[src/rtl/core/hfil_pkg.sv]
// Shared types and codes for the hash first-index lookup engine.
package hfil_pkg;

    localparam int EPOCH_W = 8;

    typedef enum logic [1:0] {
        FUNC_CLEAR  = 2'd0,
        FUNC_INSERT = 2'd1,
        FUNC_LOOKUP = 2'd2
    } t_func;

    typedef struct packed {
        logic load;
        logic clear;
        logic sweep;
        logic advance;
        logic insert;
        logic emit_hit;
        logic emit_miss;
        logic emit_drop;
    } t_dp_cmd;

    typedef struct packed {
        logic slot_valid;
        logic key_match;
        logic is_insert;
        logic table_full;
        logic probe_last;
        logic sweep_last;
        logic epoch_last;
    } t_dp_stat;

endpackage

[src/rtl/core/hfil_ctrl.sv]
// Controller state machine that sequences clearing, probing and result beats.
module hfil_ctrl (
    input  logic                i_clk,
    input  logic                i_rst_n,
    input  logic                i_start,
    input  logic [1:0]          i_func,
    input  hfil_pkg::t_dp_stat  i_stat,
    output hfil_pkg::t_dp_cmd   o_cmd,
    output logic                o_busy
);
    import hfil_pkg::*;

    typedef enum logic [4:0] {
        S_SWEEP    = 5'b00001,
        S_IDLE     = 5'b00010,
        S_SLOT_RD  = 5'b00100,
        S_SLOT_CHK = 5'b01000,
        S_KEY_CHK  = 5'b10000
    } t_state;

    t_state r_state;
    t_state n_state;

    always_comb begin
        n_state = r_state;
        o_cmd   = '0;
        case (r_state)
            S_SWEEP: begin
                o_cmd.sweep = 1'b1;
                if (i_stat.sweep_last) begin
                    n_state = S_IDLE;
                end
            end
            S_IDLE: begin
                if (i_start) begin
                    case (t_func'(i_func))
                        FUNC_CLEAR: begin
                            o_cmd.clear = 1'b1;
                            if (i_stat.epoch_last) begin
                                n_state = S_SWEEP;
                            end
                        end
                        FUNC_INSERT, FUNC_LOOKUP: begin
                            o_cmd.load = 1'b1;
                            n_state    = S_SLOT_RD;
                        end
                        default: begin
                            n_state = S_IDLE;
                        end
                    endcase
                end
            end
            S_SLOT_RD: begin
                n_state = S_SLOT_CHK;
            end
            S_SLOT_CHK: begin
                if (i_stat.slot_valid) begin
                    n_state = S_KEY_CHK;
                end else begin
                    n_state = S_IDLE;
                    if (!i_stat.is_insert) begin
                        o_cmd.emit_miss = 1'b1;
                    end else if (i_stat.table_full) begin
                        o_cmd.emit_drop = 1'b1;
                    end else begin
                        o_cmd.insert = 1'b1;
                    end
                end
            end
            S_KEY_CHK: begin
                if (i_stat.key_match) begin
                    o_cmd.emit_hit = 1'b1;
                    n_state        = S_IDLE;
                end else if (i_stat.probe_last) begin
                    n_state = S_IDLE;
                    if (i_stat.is_insert) begin
                        o_cmd.emit_drop = 1'b1;
                    end else begin
                        o_cmd.emit_miss = 1'b1;
                    end
                end else begin
                    o_cmd.advance = 1'b1;
                    n_state       = S_SLOT_RD;
                end
            end
            default: begin
                n_state = S_SWEEP;
            end
        endcase
    end

    always_ff @(posedge i_clk) begin
        if (!i_rst_n) begin
            r_state <= S_SWEEP;
        end else begin
            r_state <= n_state;
        end
    end

    assign o_busy = (r_state != S_IDLE);

endmodule

[config.mk]
export PLATFORM = sky130hd
export DESIGN_NAME = hfil_ctrl
export DESIGN_NICKNAME = d
export VERILOG_FILES = /design/src/rtl/core/hfil_pkg.sv /design/src/rtl/core/hfil_ctrl.sv
export SDC_FILE = /design/constraint.sdc
export NUM_CORES = 1
export LEC_CHECK = 0
export ABC_AREA = 1
export BUFFER_PORTS_ARGS = -buffer_cell sky130_fd_sc_hd__buf_2
export CAP_MARGIN = 20
export CORE_AREA = 2 2 39 41
export CTS_CLUSTER_DIAMETER = 60
export DETAILED_ROUTE_END_ITERATION = 10
export DIE_AREA = 0 0 41 43
export GPL_ROUTABILITY_DRIVEN = 0
export GPL_TIMING_DRIVEN = 0
export PLACE_DENSITY = 0.61
export SKIP_LAST_GASP = 1
export SYNTH_ARGS = -nofsm -noshare
export SYNTH_HDL_FRONTEND = slang
export SYNTH_SLANG_ARGS = --single-unit
[constraint.sdc]
create_clock -name i_clk -period 1.25 [get_ports i_clk]
set_clock_uncertainty 0.05 [all_clocks]
set_input_delay 0.0625 -clock i_clk [delete_from_list [all_inputs] [get_ports i_clk]]
set_output_delay 0.0625 -clock i_clk [all_outputs]
set_load 0.02 [all_outputs]
==> flow_metrics.tcl, run 1 <==
set metrics [dict create \
    portBuffers 20 \
    post-synth-top-area-cell "dfxtp_1" \
    syn_avg_cell_area_um2 5.93 \
    drt-pass1-iter-count 4 \
    stdcell_area_um2 865 \
    worstPathMaxFanout 4 \
    area_growth_pct 82.3 \
    die_h_um 43 \
    gr-usage-all-layers 0.168 \
    placedCellCount 116 \
    insertion_delay_ns 0.24 \
    core_area_mm2 0.00138 \
    vias 619 \
    syn_inst 80 \
    synth_warnings 0 \
    wl_um 1300 \
    yosys_register_bits 5 \
    critical_path_class "register to primary output" \
    io_pins 21 \
    antenna_found_initial 0 \
    finalHoldViolCount 0 \
    synth_top_area_share 0.211 \
    status "finished, violations left" \
    p_leak_nw 0.433 \
    endpoint_kind "primary output" \
    fin_ws_ns -0.204 \
    slowest_stage "dfxtp_2" \
    crit_chain "nor2_4 -> nand4_1 -> inv_2 -> nand2_2 -> o21ai_2 -> buf_4" \
    setup_tns_ns -1.23 \
    rows 14 \
    dp_hpwl_um 878 \
    ys_seq_area_frac 0.211 \
    cts.htree.levels 1 \
    layout-drive-gt1-share 0.588 \
    p_int_uw 539 \
    finalNonFillerCells 130 \
    arrival_ns 1.34 \
    irDropWorstVdd_v 0.000415 \
    swShare 0.415 \
    yosys.cell_types.count 17 \
    fmax_mhz 688 \
    seqPwrFrac 0.245 \
    min_path_type "primary input to register" \
    grt_pass1_vias 559 \
    finalSetupViolations 12 \
    violations "negative setup slack" \
    cts_buffers 3 \
    crit_path_start_kind "register" \
    grt_pass1_wl_um 2090 \
    dp_slack_ns -0.0362 \
    top_register "r_state" \
    grt_max_degree 8 \
    cts_tree "built" \
    cts.clk_slew.worst_paths_ns 0.04 \
    dieArea_mm2 0.00176 \
    fillCellCount 131 \
    synth.area.top_cells "dfxtp_1 (21%), nor2_1 (14%), inv_1 (12%), nand2_1 (12%), nand3_2 (6.3%)" \
    powerDensity_mw_per_mm2 1070 \
    largest_reg_flops 5 \
    fin_nets 129 \
    remaining_drc_errors 0 \
    maxSlewHeadroom 0.881 \
    clock_path_buffers 2 \
    grt_overflow_total 0 \
    drt_iter0_drc 18 \
    wl_per_cell_um 10.0 \
    ant_nets 0 \
    cp_slowest_stage_delay_ns 0.34 \
    synth_fp_nets 94 \
    root_buffer "clkbuf_4" \
    p_clk_frac 0.199 \
    die_x_um 41 \
    worstMarginPinSlew_ns 0.177 \
    final.period_utilization 1.16 \
    period_minus_slack_ns 1.45 \
    cts.sinks 5 \
    place_area_um2 601 \
    syn_area_um2 474 \
    pwr-share-comb 0.556 \
    p_switching_uw 383 \
    n_antenna_cell 0 \
    cap_violations 0 \
    drv_slew 0 \
    initial_utilization 0.343 \
    via_per_inst 4.76 \
    rsz0062_at_grt "yes" \
    crit_required_ns 1.14 \
    reg_top3 "r_state x5" \
]
logic make-up (layout without fill, tap and decap cells):
family,Yosys count,count (layout),share of synthesized area
AOI/OAI and AO/OA,3,3,0.0396
buffers and inverters,16,50,0.127
and+or+nand+nor,54,54,0.570
adders and majority gates,2,2,0.0528
DFF,5,5,0.211
per-layer routing:
metal  vias up  GRT usage  part of all wire
met3         2     0.0366             0.030
met5         -          0                 0
li1        321          -                 -
met1       284      0.201              0.40
met2        12      0.269              0.56
met4         0     0.0800             0.013
synth_stat cells:
| library cell | count |
|---|---|
| nor2_2 | 2 |
| inv_2 | 1 |
| nand2_1 | 15 |
| nand3_1 | 5 |
| nor3_1 | 3 |
| inv_1 | 15 |
| o21ai_0 | 1 |
| nor2_1 | 18 |
| nand3_2 | 3 |
| nor2_4 | 2 |
| nand4_1 | 3 |
| a21oi_2 | 1 |
| nand2_2 | 2 |
| ha_1 | 2 |
| a21oi_1 | 1 |
| nor3_2 | 1 |
| dfxtp_1 | 5 |
power groups by stage:
stage	Combinational, mW	Sequential [mW]	Clock (mW)
5_1_grt	0.552	0.230	0.199
3_5_place_dp	0.333	0.216	0
4_1_cts	0.454	0.222	0.195
6_report	0.513	0.226	0.183
2_1_floorplan	0.250	0.211	0
3_3_place_gp	0.335	0.215	0
stage by stage:
step,utilization,power [mW],hold slack [ns]
5_1_grt,0.625,0.980,0.0206
3_5_place_dp,0.434,0.549,0.219
4_1_cts,0.583,0.871,0.0155
2_1_floorplan,-,0.461,0.0966
3_3_place_gp,0.434,0.550,0.220
6_report,0.625,0.922,0.0233
cell usage in the layout, fill, tap and decap left out:
master,synthesis,routed
nand3_4,0,1
nor2_2,2,4
nand3_2,3,4
inv_2,1,3
dfxtp_4,0,2
buf_6,0,7
clkbuf_1,0,1
nand3_1,5,3
buf_4,0,10
nand2_1,15,12
nor2_4,2,8
inv_1,15,13
dfxtp_2,0,3
buf_12,0,1
clkbuf_4,0,3
nor3_4,0,1
nor3_1,3,2
o21ai_2,0,1
nor3_2,1,1
nor2_1,18,10
a21oi_2,1,2
nand4_1,3,3
nand2_2,2,5
buf_2,0,11
ha_1,2,2
dlygate4sd3_1,0,1
worst paths after layout:
check,startpoint,end,slack [ns],cells after the start
setup / recovery,r_state[0]$_SDFFE_PN1P_,o_cmd[0],-0.20,6
hold / removal,i_stat[6],r_state[4]$_SDFFE_PN0P_,0.02,3
setup reg to reg,r_state[2]$_SDFFE_PN0P_,r_state[1]$_SDFFE_PN0P_,-0.13,7
hold reg to reg,r_state[4]$_SDFFE_PN0P_,r_state[3]$_SDFFE_PN0P_,0.43,1
layout make-up:
cell class / count / area [um2] / share of cell area
Tap cell: 16 / 20.0 / 0.0232
Inverter: 16 / 60.1 / 0.0695
Clock buffer: 4 / 26.3 / 0.0304
Multi-Input combinational cell: 59 / 408 / 0.472
Timing Repair Buffer: 30 / 239 / 0.276
Sequential cell: 5 / 111 / 0.129
critical path, delay by kind of cell (launching register included):
family                 cells  cell delay [ns]
AND/OR/NAND/NOR            3             0.40
AO/OA/AOI/OAI              1             0.13
buffers and inverters      2             0.25
flip-flops                 1             0.34
what timing repair did:
item / in CTS / in global routing
pin swaps: 8 / 6
setup endpoints to repair: 9 / 12
gates resized for setup: 29 / 19
buffers inserted: 9 / 0
hold buffers: 1 / 0
hold endpoints to repair: 1 / 0
Note: power is estimated with default switching activity, not from simulation.
==> run 2: changes to the inputs <==
--- a/config.mk
+++ b/config.mk
@@ -14,6 +14,7 @@
 export DIE_AREA = 0 0 41 43
 export GPL_ROUTABILITY_DRIVEN = 0
 export GPL_TIMING_DRIVEN = 0
+export HOLD_SLACK_MARGIN = 0.15
 export PLACE_DENSITY = 0.61
 export SKIP_LAST_GASP = 1
 export SYNTH_ARGS = -nofsm -noshare
==> run 2 against run 1 <==
Compared with the run above:
- the run still ends with negative setup slack left
- register-to-register slack is essentially flat
- hold slack improved by 0.14 ns
- critical path type unchanged
- clock power hardly changed
- routed wire length increased by 1.2%
- critical endpoint unchanged
- total power is 0.60% higher
- maximum frequency hardly changed
==> flow_metrics.tcl, run 2 (synthesized netlist as in run 1, its figures left out) <==
set metrics [dict create \
    status "finished, violations left" \
    violations "negative setup slack" \
    grt_pass1_vias 568 \
    largest_reg_flops 5 \
    arrival_ns 1.34 \
    via_per_inst 4.66 \
    die_x_um 41 \
    cts_tree "built" \
    area_growth_pct 86.5 \
    placedCellCount 116 \
    wl_per_cell_um 10.0 \
    critical_path.top_delay_family "simple AND/OR/NAND/NOR gates" \
    grt_overflow_total 0 \
    layout-drive-gt1-share 0.578 \
    root_buffer "clkbuf_4" \
    gr-usage-all-layers 0.170 \
    grt_max_degree 8 \
    antenna_found_initial 0 \
    final_cell_mix "inv_1 (13), nand2_1 (12), buf_2 (11), nor2_1 (10), buf_4 (10)" \
    layout_commonest_cell "inv_1" \
    crit_path_start_kind "register" \
    finalNonFillerCells 132 \
    crit_buf_inv 2 \
    vias 615 \
    min_from "i_stat[2]" \
    p_leak_nw 0.441 \
    endpoint_kind "primary output" \
    min_path_type "primary input to register" \
    power_uw 927 \
    irDropWorstVdd_v 0.000416 \
    maxSlewHeadroom 0.880 \
    slowest_stage "dfxtp_2" \
    finalHoldViolCount 0 \
    setup_tns_ns -1.23 \
    crit_required_ns 1.14 \
    rsz0062_at_grt "yes" \
    drv_slew 0 \
    portBuffers 20 \
    crit_chain "nor2_4 -> nand4_1 -> inv_2 -> nand2_2 -> o21ai_2 -> buf_4" \
    drt_iter0_drc 12 \
    drt-pass1-iter-count 4 \
    fin_nets 131 \
    final.period_utilization 1.16 \
    cp-startpoint "r_state[0]$_SDFFE_PN1P_" \
    die_h_um 43 \
    initial_utilization 0.343 \
    whs_ns 0.159 \
    dp_hpwl_um 878 \
    grt_pass1_wl_um 2120 \
    r2r-start "r_state[2]$_SDFFE_PN0P_" \
    cts.htree.levels 1 \
    core_area_mm2 0.00138 \
    n_antenna_cell 0 \
    insertion_delay_ns 0.24 \
    cp_slowest_stage_delay_ns 0.34 \
    cap_violations 0 \
    worstMarginPinSlew_ns 0.179 \
    wl_um 1320 \
    dieArea_mm2 0.00176 \
    worstPathMaxFanout 4 \
    finalSetupViolations 12 \
    cts.clk_slew.worst_paths_ns 0.04 \
    cts.sinks 5 \
    remaining_drc_errors 0 \
    top_register "r_state" \
    cts_buffers 3 \
    period_minus_slack_ns 1.45 \
    clock_path_buffers 2 \
    ant_nets 0 \
    io_pins 21 \
    fin_ws_ns -0.204 \
    fmax_mhz 688 \
    critical_path_class "register to primary output" \
    reg_top3 "r_state x5" \
    rows 14 \
    powerDensity_mw_per_mm2 1050 \
]
[run 2: changes by cell type in the layout (fill, tap and decap cells not counted), sizes merged]
cell         before  now
dlygate4sd3       1    3
[run 2: layout make-up]
class,count,area (um2)
well taps,16,20.0
flip-flops and latches,5,111
multi-input cells,59,408
repair buffers,32,259
fillers,129,499
inverters,16,60.1
clock buffers,4,26.3
[run 2: worst reg2reg max path: stages, from the launching register on]
cell and delay, ns:
dfxtp_4 0.35, nor2_4 0.15, buf_6 0.14, buf_4 0.10, nand4_1 0.16, nand3_2 0.14
nand2_1 0.07, a21oi_2 0.14
[run 2: path summary, 6_finish.rpt]
kind	endpoint	slack (ns)	cells after the start
hold reg to reg	r_state[3]$_SDFFE_PN0P_	0.44	1
setup / recovery	o_cmd[0]	-0.20	6
setup reg to reg	r_state[1]$_SDFFE_PN0P_	-0.13	7
hold / removal	r_state[2]$_SDFFE_PN0P_	0.16	4
[run 2: per-stage QoR]
| stage | setup slack [ns] | area (um2) | util |
|---|---|---|---|
| after floorplan | 0.0160 | 480 | - |
| after global placement | -0.0196 | 601 | 0.434 |
| after detailed placement | -0.0362 | 601 | 0.434 |
| after CTS | -0.189 | 827 | 0.598 |
| after global routing | -0.312 | 885 | 0.639 |
| final | -0.204 | 885 | 0.639 |
[run 2: what timing repair did]
item	CTS	global route
endpoints found under the hold margin	5	0
endpoints found under the setup margin	9	12
resized for setup	29	19
buffers inserted	9	0
pin swaps	8	6
hold buffers	3	0
[run 2: per-layer routing]
metal,share of wire,up-vias,GRT usage
met3,0.025,2,0.0366
met4,0.013,0,0.0800
met2,0.54,10,0.272
li1,-,325,-
met1,0.42,278,0.204
met5,0,-,0
[run 2: report_power, final]
part | leakage, nW | internal [mW] | switching [mW]
Sequential | 0.0430 | 0.193 | 0.0332
Combinational | 0.383 | 0.230 | 0.288
Clock | 0.0150 | 0.120 | 0.0625
